$ cat src/sv/dcs_pkg.sv
// ----------------------------------------------------------------------------
// dcs_pkg
// Shared types and constants for the drifting clock synchronizer.
// ----------------------------------------------------------------------------
package dcs_pkg;

  localparam int unsigned TIME_W   = 32;
  localparam int unsigned MS_W     = 16;
  localparam int unsigned TICK_W   = 31;
  localparam int unsigned PERIOD_W = 16;
  localparam int unsigned CFG_W    = 31;

  localparam logic [TIME_W-1:0]   NO_OFFSET     = 32'h7FFF_FFFF;
  localparam logic [PERIOD_W-1:0] MIN_PERIOD    = 16'd6;
  localparam logic [TICK_W-1:0]   TICK_INC_RST  = 31'd65536;
  localparam logic [PERIOD_W-1:0] PERIOD_RST    = 16'd1000;

  // configuration register indexes
  localparam logic REG_TICK_INCREMENT = 1'b0;
  localparam logic REG_ADJUST_PERIOD  = 1'b1;

  // operation codes
  localparam logic OP_START = 1'b0;
  localparam logic OP_TICK  = 1'b1;

  // divider status
  typedef struct packed {
    logic busy;
    logic done;
  } div_stat_t;

endpackage

$ cat src/sv/drifting_clock_sync_top.sv
// ----------------------------------------------------------------------------
// drifting_clock_sync_top
// Smooth clock in ms/65536 that follows a late-but-never-early measured
// millisecond time, retuning its increment once per adjust period.
// ----------------------------------------------------------------------------
// One item is taken at a time and in_stall stays high until its result has
// been taken. A start item goes straight to the output register, its result
// offered on the cycle after acceptance; an ordinary tick passes through the
// advance and offset states before its result is offered. The tick that ends an
// adjust period also passes the adjust and difference states and runs the
// serial divider, 32 quotient bits one a cycle plus setup and sign fix-up.
// The result waits in an output register for as long as out_stall holds.
// ----------------------------------------------------------------------------
module drifting_clock_sync_top (
  input  logic                                  clk,
  input  logic                                  rst_n,
  input  logic                                  cfg_wr_en,
  input  logic                                  cfg_index,
  input  logic [dcs_pkg::CFG_W-1:0]             cfg_wr_data,
  input  logic                                  in_valid,
  output logic                                  in_stall,
  input  logic                                  in_operation,
  input  logic [dcs_pkg::MS_W-1:0]              in_measured_ms,
  output logic                                  out_valid,
  input  logic                                  out_stall,
  output logic signed [dcs_pkg::TIME_W-1:0]     out_clock_value
);

  localparam logic [2:0] ST_IDLE  = 3'd0;
  localparam logic [2:0] ST_ADV   = 3'd1;
  localparam logic [2:0] ST_OFF   = 3'd2;
  localparam logic [2:0] ST_ADJ   = 3'd3;
  localparam logic [2:0] ST_DIFF  = 3'd4;
  localparam logic [2:0] ST_DIVGO = 3'd5;
  localparam logic [2:0] ST_DIV   = 3'd6;
  localparam logic [2:0] ST_OUT   = 3'd7;

  logic [2:0]                       state_r, state_nxt;
  logic [dcs_pkg::TICK_W-1:0]       tick_inc_r;
  logic [dcs_pkg::PERIOD_W-1:0]     period_r;
  logic [dcs_pkg::TIME_W-1:0]       clock_r, clock_nxt;
  logic [dcs_pkg::TIME_W-1:0]       cstep_r, cstep_nxt;
  logic [dcs_pkg::TIME_W-1:0]       target_r, target_nxt;
  logic [dcs_pkg::TIME_W-1:0]       tstep_r, tstep_nxt;
  logic [dcs_pkg::TIME_W-1:0]       min_off_r, min_off_nxt;
  logic [dcs_pkg::PERIOD_W-1:0]     countdown_r, countdown_nxt;
  logic [dcs_pkg::TIME_W-1:0]       meas_r, meas_nxt;
  logic [dcs_pkg::TIME_W-1:0]       diff_r, diff_nxt;
  logic [dcs_pkg::PERIOD_W-1:0]     period;
  logic [dcs_pkg::TIME_W-1:0]       offset;
  logic [dcs_pkg::TIME_W-1:0]       start_time;
  logic                             accept;
  logic                             div_start;
  logic [dcs_pkg::TIME_W-1:0]       div_quo;
  dcs_pkg::div_stat_t               div_stat;

  assign period     = (period_r < dcs_pkg::MIN_PERIOD) ? dcs_pkg::MIN_PERIOD : period_r;
  assign accept     = in_valid && !in_stall;
  assign offset     = meas_r - target_r;
  assign start_time = {in_measured_ms, 16'd0};
  assign div_start  = (state_r == ST_DIVGO);

  // config registers
  always_ff @(posedge clk) begin
    if (!rst_n) begin
      tick_inc_r <= dcs_pkg::TICK_INC_RST;
      period_r   <= dcs_pkg::PERIOD_RST;
    end else if (cfg_wr_en) begin
      case (cfg_index)
        dcs_pkg::REG_TICK_INCREMENT: tick_inc_r <= cfg_wr_data;
        dcs_pkg::REG_ADJUST_PERIOD:  period_r   <= cfg_wr_data[dcs_pkg::PERIOD_W-1:0];
        default: ;
      endcase
    end
  end

  always_comb begin
    state_nxt     = state_r;
    clock_nxt     = clock_r;
    cstep_nxt     = cstep_r;
    target_nxt    = target_r;
    tstep_nxt     = tstep_r;
    min_off_nxt   = min_off_r;
    countdown_nxt = countdown_r;
    meas_nxt      = meas_r;
    diff_nxt      = diff_r;
    case (state_r)
      ST_IDLE: begin
        if (accept) begin
          meas_nxt = start_time;
          if (in_operation == dcs_pkg::OP_START) begin
            clock_nxt     = start_time;
            target_nxt    = start_time;
            cstep_nxt     = {1'b0, tick_inc_r};
            tstep_nxt     = {1'b0, tick_inc_r};
            min_off_nxt   = dcs_pkg::NO_OFFSET;
            countdown_nxt = period;
            state_nxt     = ST_OUT;
          end else begin
            state_nxt = ST_ADV;
          end
        end
      end
      ST_ADV: begin
        clock_nxt  = clock_r + cstep_r;
        target_nxt = target_r + tstep_r;
        state_nxt  = ST_OFF;
      end
      ST_OFF: begin
        if ($signed(offset) < $signed(min_off_r)) begin
          min_off_nxt = offset;
        end
        if (countdown_r <= 16'd1) begin
          state_nxt = ST_ADJ;
        end else begin
          countdown_nxt = countdown_r - 16'd1;
          state_nxt     = ST_OUT;
        end
      end
      ST_ADJ: begin
        target_nxt  = target_r + min_off_r;
        min_off_nxt = dcs_pkg::NO_OFFSET;
        state_nxt   = ST_DIFF;
      end
      ST_DIFF: begin
        diff_nxt  = target_r - clock_r;
        state_nxt = ST_DIVGO;
      end
      ST_DIVGO: begin
        state_nxt = ST_DIV;
      end
      ST_DIV: begin
        if (div_stat.done) begin
          cstep_nxt     = tstep_r + div_quo;
          countdown_nxt = period;
          state_nxt     = ST_OUT;
        end
      end
      ST_OUT: begin
        if (!out_stall) begin
          state_nxt = ST_IDLE;
        end
      end
      default: state_nxt = ST_IDLE;
    endcase
  end

  always_ff @(posedge clk) begin
    if (!rst_n) begin
      state_r     <= ST_IDLE;
      clock_r     <= '0;
      cstep_r     <= '0;
      target_r    <= '0;
      tstep_r     <= '0;
      min_off_r   <= dcs_pkg::NO_OFFSET;
      countdown_r <= '0;
    end else begin
      state_r     <= state_nxt;
      clock_r     <= clock_nxt;
      cstep_r     <= cstep_nxt;
      target_r    <= target_nxt;
      tstep_r     <= tstep_nxt;
      min_off_r   <= min_off_nxt;
      countdown_r <= countdown_nxt;
    end
  end

  always_ff @(posedge clk) begin
    meas_r <= meas_nxt;
    diff_r <= diff_nxt;
  end

  dcs_div u_div (
    .clk      (clk),
    .rst_n    (rst_n),
    .start    (div_start),
    .dividend (diff_r),
    .divisor  (period),
    .quotient (div_quo),
    .stat     (div_stat)
  );

  assign in_stall        = (state_r != ST_IDLE);
  assign out_valid       = (state_r == ST_OUT);
  assign out_clock_value = $signed(clock_r);

`ifndef SYNTHESIS
  a_out_blocks_in: assert property (@(posedge clk) disable iff (!rst_n)
    out_valid |-> in_stall)
    else $error("input open while an item waits at the output");
  a_div_only_in_div: assert property (@(posedge clk) disable iff (!rst_n)
    div_stat.busy |-> (state_r == ST_DIV))
    else $error("divider running outside the divide state");
  a_start_loads_period: assert property (@(posedge clk) disable iff (!rst_n)
    (accept && in_operation == dcs_pkg::OP_START) |=> (countdown_r == $past(period)))
    else $error("start did not reload the countdown");
  a_min_cleared: assert property (@(posedge clk) disable iff (!rst_n)
    (state_r == ST_DIVGO) |-> (min_off_r == dcs_pkg::NO_OFFSET))
    else $error("minimum offset not cleared at resync");
`endif

endmodule

$ cat src/sv/dcs_div.sv
// ----------------------------------------------------------------------------
// dcs_div
// Serial signed divider: 32-bit dividend by unsigned 16-bit divisor,
// one quotient bit per cycle, truncating toward zero.
// ----------------------------------------------------------------------------
module dcs_div (
  input  logic                                 clk,
  input  logic                                 rst_n,
  input  logic                                 start,
  input  logic [dcs_pkg::TIME_W-1:0]           dividend,
  input  logic [dcs_pkg::PERIOD_W-1:0]         divisor,
  output logic [dcs_pkg::TIME_W-1:0]           quotient,
  output dcs_pkg::div_stat_t                   stat
);

  logic                              busy_r, busy_nxt;
  logic                              done_r, done_nxt;
  logic [5:0]                        cnt_r, cnt_nxt;
  logic [dcs_pkg::PERIOD_W-1:0]      rem_r, rem_nxt;
  logic [dcs_pkg::TIME_W-1:0]        quo_r, quo_nxt;
  logic [dcs_pkg::TIME_W-1:0]        res_r, res_nxt;
  logic [dcs_pkg::PERIOD_W-1:0]      dvs_r, dvs_nxt;
  logic                              neg_r, neg_nxt;
  logic [dcs_pkg::PERIOD_W:0]        trial;
  logic                              fits;

  assign trial = {rem_r, quo_r[dcs_pkg::TIME_W-1]};
  assign fits  = (trial >= {1'b0, dvs_r});

  always_comb begin
    busy_nxt = busy_r;
    done_nxt = 1'b0;
    cnt_nxt  = cnt_r;
    rem_nxt  = rem_r;
    quo_nxt  = quo_r;
    res_nxt  = res_r;
    dvs_nxt  = dvs_r;
    neg_nxt  = neg_r;
    if (start) begin
      busy_nxt = 1'b1;
      cnt_nxt  = '0;
      rem_nxt  = '0;
      dvs_nxt  = divisor;
      neg_nxt  = dividend[dcs_pkg::TIME_W-1];
      quo_nxt  = dividend[dcs_pkg::TIME_W-1] ? (~dividend + 32'd1) : dividend;
    end else if (busy_r) begin
      if (cnt_r == 6'd32) begin
        // sign fix-up of the magnitude quotient
        res_nxt  = neg_r ? (~quo_r + 32'd1) : quo_r;
        busy_nxt = 1'b0;
        done_nxt = 1'b1;
      end else begin
        rem_nxt = fits ? (trial[dcs_pkg::PERIOD_W-1:0] - dvs_r)
                       : trial[dcs_pkg::PERIOD_W-1:0];
        quo_nxt = {quo_r[dcs_pkg::TIME_W-2:0], fits};
        cnt_nxt = cnt_r + 6'd1;
      end
    end
  end

  always_ff @(posedge clk) begin
    if (!rst_n) begin
      busy_r <= 1'b0;
      done_r <= 1'b0;
      cnt_r  <= '0;
    end else begin
      busy_r <= busy_nxt;
      done_r <= done_nxt;
      cnt_r  <= cnt_nxt;
    end
  end

  always_ff @(posedge clk) begin
    rem_r <= rem_nxt;
    quo_r <= quo_nxt;
    res_r <= res_nxt;
    dvs_r <= dvs_nxt;
    neg_r <= neg_nxt;
  end

  assign quotient  = res_r;
  assign stat.busy = busy_r;
  assign stat.done = done_r;

`ifndef SYNTHESIS
  a_done_after_busy: assert property (@(posedge clk) disable iff (!rst_n)
    done_r |-> $past(busy_r))
    else $error("divider done without a running division");
  a_no_start_busy: assert property (@(posedge clk) disable iff (!rst_n)
    busy_r |-> !done_r)
    else $error("divider busy and done together");
  a_rem_below_divisor: assert property (@(posedge clk) disable iff (!rst_n)
    (busy_r && cnt_r != 6'd0) |-> (rem_r < dvs_r))
    else $error("divider remainder not below divisor");
`endif

endmodule
$ cat config.mk
export PLATFORM = sky130hd
export DESIGN_NAME = drifting_clock_sync_top
export DESIGN_NICKNAME = d
export VERILOG_FILES = /design/src/sv/dcs_pkg.sv /design/src/sv/drifting_clock_sync_top.sv /design/src/sv/dcs_div.sv
export SDC_FILE = /design/constraint.sdc
export NUM_CORES = 1
export LEC_CHECK = 0
export BUFFER_PORTS_ARGS = -buffer_cell sky130_fd_sc_hd__buf_4
export CAP_MARGIN = 20
export CORE_ASPECT_RATIO = 2
export CORE_MARGIN = 2
export CORE_UTILIZATION = 40
export DETAILED_ROUTE_END_ITERATION = 16
export SLEW_MARGIN = 0
export SYNTH_ARGS = -nofsm -noshare
export SYNTH_HDL_FRONTEND = slang
export SYNTH_SLANG_ARGS = --single-unit
$ cat constraint.sdc
create_clock -name clk -period 9.48 [get_ports clk]
set_input_delay 1.896 -clock clk [delete_from_list [all_inputs] [get_ports clk]]
set_output_delay 1.896 -clock clk [all_outputs]
set_load 0.1 [all_outputs]
==> flow_summary_export.csv <==
group,metric,value,unit
setup_path,crit_path_end,"min_off_r[15]",
grt,globalRouteOverflowTotal,0,
sta,fin_worst_skew,0.0150,ns
yosys,netlist_area,24200,sq um
yosys,synth_seq_cells,378,
die,dieArea,62600,sq um
yosys,synth_edf_count,129,
clock_tree,clk-insertion-delay-late,0.57,ns
yosys,synth_top_area_share,20.6,%
clock_tree,ctsHoldBuffers,0,
yosys,syn_inst,2901,
setup_path,crit_fanout,28,
sta,fmax,175,MHz
grt,grt_pass1_vias,21100,
layout,syn_to_final_growth,10.8,%
die,coreArea,59900,sq um
layout,diodes,0,
layout,finalNonFillerCells,3715,
placed_design,place.port_buffers,87,
sta,min_period,5.73,ns
power,p_clk_share,19.6,%
yosys,synth_most_common_cell,"nand2_1",
clock_tree,clockBufferDepth,3,
layout,multi_input_area,14300,sq um
power,seqPwrFrac,30.2,%
grt,grtUsageTotal,25.7,%
yosys,yosys.area.top_type,"dfxtp_1",
clock_tree,cts-resized-gates,0,
sta,slew_viol_final,0,
sta,rsz0062_at_grt,"no",
grt,grt_max_degree,85,
sta,fin_tns_setup,0,ns
routing,wl_per_cell,22.0,um
layout,nNetsFinal,3163,
clock_tree,cts.sinks,378,
yosys,ys_types,82,
placed_design,dpl.hpwl,62700,um
setup_path,crit_start,"target_r[17]",
setup_path,worstPathArrival,6.13,ns
power,p_per_area,313,nW/um^2
routing,vias,21600,
clock_tree,numCtsBuffers,39,
run,max-cap-violations,0,
die,rows,127,
routing,drc_errors,0,
power,intPower,4560,uW
clock_tree,htreeDepth,2,
die,die_w,178,um
routing,ant_nets,0,
power,sw_frac_of_total,45.6,%
run_status,outcome,"complete, no violations",
routing,viasPerCell,5.81,
clock_tree,path_clk_slew,0.07,ns
sta,finalSetupViolCount,0,
die,io_pins,88,
power,leakagePower,0.0112,uW
layout,fillCellCount,5947,
yosys,yosysWarnings,0,
setup_path,crit_type,"reg -> reg",
layout,drive_gt1_share,8.36,%
setup_path,r2r_end,"min_off_r[15]",
setup_path,cp-start-kind,"register",
setup_path,rrSetupSlack,3.75,ns
grt,antenna_found_initial,0,
clock_tree,cts_tree,"built",
placed_design,place_inst,3644,
routing,detailedRoute.firstPassIterationCount,6,
sta,hold_viol,0,
sta,period_share,60.4,%
sta,worstMarginPinSlew,1.08,ns
power,pwr-share-comb,50.2,%
routing,wl,81800,um
yosys,synthTopCellsByArea,"dfxtp_1, edfxtp_1, ha_1",
yosys,synth.yosys.seq_area_share,36.6,%
setup_path,cp-end-kind,"register",
sta,relSlewSlack,28.1,%
layout,seq_area,8860,sq um
placed_design,routabilityCongestion,0.971,
yosys,syn_area_per_cell,8.34,sq um
min_path,min_path_type,"reg -> reg",
die,initial_core_util,40.4,%
die,dieHeight,352,um
grt,grt_pass1_wl,122000,um
clock_tree,cts_setup_buffers,0,
power,switchingPower,3820,uW
routing,drt_iter0_drc,1374,
setup_path,r2r_cells,23,
yosys,ys_dominant_reg_cell,"dfxtp_1",
setup_path,required,9.88,ns
yosys,synth.net_count,3153,
yosys,async_reset_ff_share,0,%
power,peakVddDrop,0.195,mV
setup_path,worstReg2RegStart,"target_r[17]",
clock_tree,cts_root_buffer,"clkbuf_16",
yosys,synthTopCellsByCount,"nand2_1, a21oi_1, dfxtp_1, o21ai_0, ha_1",
[logic make-up after synthesis]
logic type                 after synthesis  share of synthesized area, %
and+or+nand+nor                        974                          18.1
xor gates and xnor gates               212                          7.67
adders and majority gates              198                          10.4
muxes                                   45                          1.99
AOI/OAI and AO/OA                      812                          20.8
DFF                                    378                          36.6
buffers and inverters                  282                          4.39
[layer usage]
metal	GRT usage [%]	up-vias	routed length [um]
li1	-	10300	-
met1	25.2	10200	28300
met2	47.6	736	41900
met3	2.53	287	3180
met4	22.3	0	8440
met5	0	-	0
[worst min-delay path by stage]
stage / from / to / cells past startpoint
finish: period_r[0] / period_r[0] / 2
global placement: period_r[0] / period_r[0] / 2
detailed placement: period_r[0] / period_r[0] / 2
floorplan: period_r[0] / period_r[0] / 2
global route: period_r[0] / period_r[0] / 2
CTS: period_r[0] / period_r[0] / 2
[power by group through the flow]
stage / sequential (uW) / clock, uW / combinational [uW]
2_1_floorplan: 2620 / 0 / 2840
3_3_place_gp: 2550 / 0 / 4130
3_5_place_dp: 2560 / 0 / 4180
4_1_cts: 2530 / 1670 / 4210
5_1_grt: 2570 / 1730 / 4580
6_report: 2530 / 1640 / 4200
[per-stage QoR]
stage	power, uW	util [%]	hold WS [ns]	setup slack (ns)	instance area, sq um
after floorplan	5460	-	0.432	4.85	24200
after global placement	6680	42.5	0.442	4.05	25500
after detailed placement	6740	42.5	0.446	3.89	25500
after CTS	8410	44.8	0.456	3.84	26800
after global routing	8870	44.8	0.479	3.33	26800
final	8380	44.8	0.457	3.75	26800
[state kept, by name, summed over array words and instances, names as in the netlist]
register	cells
u_div.done_r	1
min_off_r	32
period_r	16
u_div.quotient	32
cstep_r	32
u_div.cnt_r	6
tick_inc_r	31
u_div.quo_r	32
target_r	32
out_clock_value	32
countdown_r	16
u_div.neg_r	1
u_div.busy_r	1
diff_r	32
tstep_r	31
u_div.dvs_r	16
u_div.rem_r	16
state_r	3
meas_r	16
[worst max-delay path: stages (launching register included)]
cell       delay (ns)
dfxtp_1          0.36
inv_1            0.11
ha_1             0.36
a21o_1           0.17
a21oi_1          0.29
o21ai_0          0.18
a211oi_1         0.50
nor2_1           0.10
o22ai_1          0.26
o2111ai_1        0.18
a21oi_1          0.21
xnor2_1          0.12
ha_1             0.41
nand4_1          0.14
or2_2            0.32
nor2_1           0.14
nand2_1          0.09
o211ai_1         0.18
a211oi_1         0.09
mux2i_1          0.32
nand2_1          0.34
buf_4            0.35
mux2_2           0.26
nand2_1          0.06
[placed cells by master, fill, tap and decap left out, drive strengths merged, types with 111 or more instances in the layout]
cell,count
nand2,477
o21ai,209
ha,193
nor2,182
a21oi,283
buf,111
dfxtp,249
xnor2,135
inv,140
edfxtp,129
[layout make-up]
class                      count  area share [%]
clock buffer                  50            4.07
sequential                   378            33.0
tap                          774            3.61
multi-input combinational   2241            53.3
timing repair buffer         111            3.11
inverter                     140            1.97
clock inverter                21           0.868
Power figures use the tool's default switching activity.
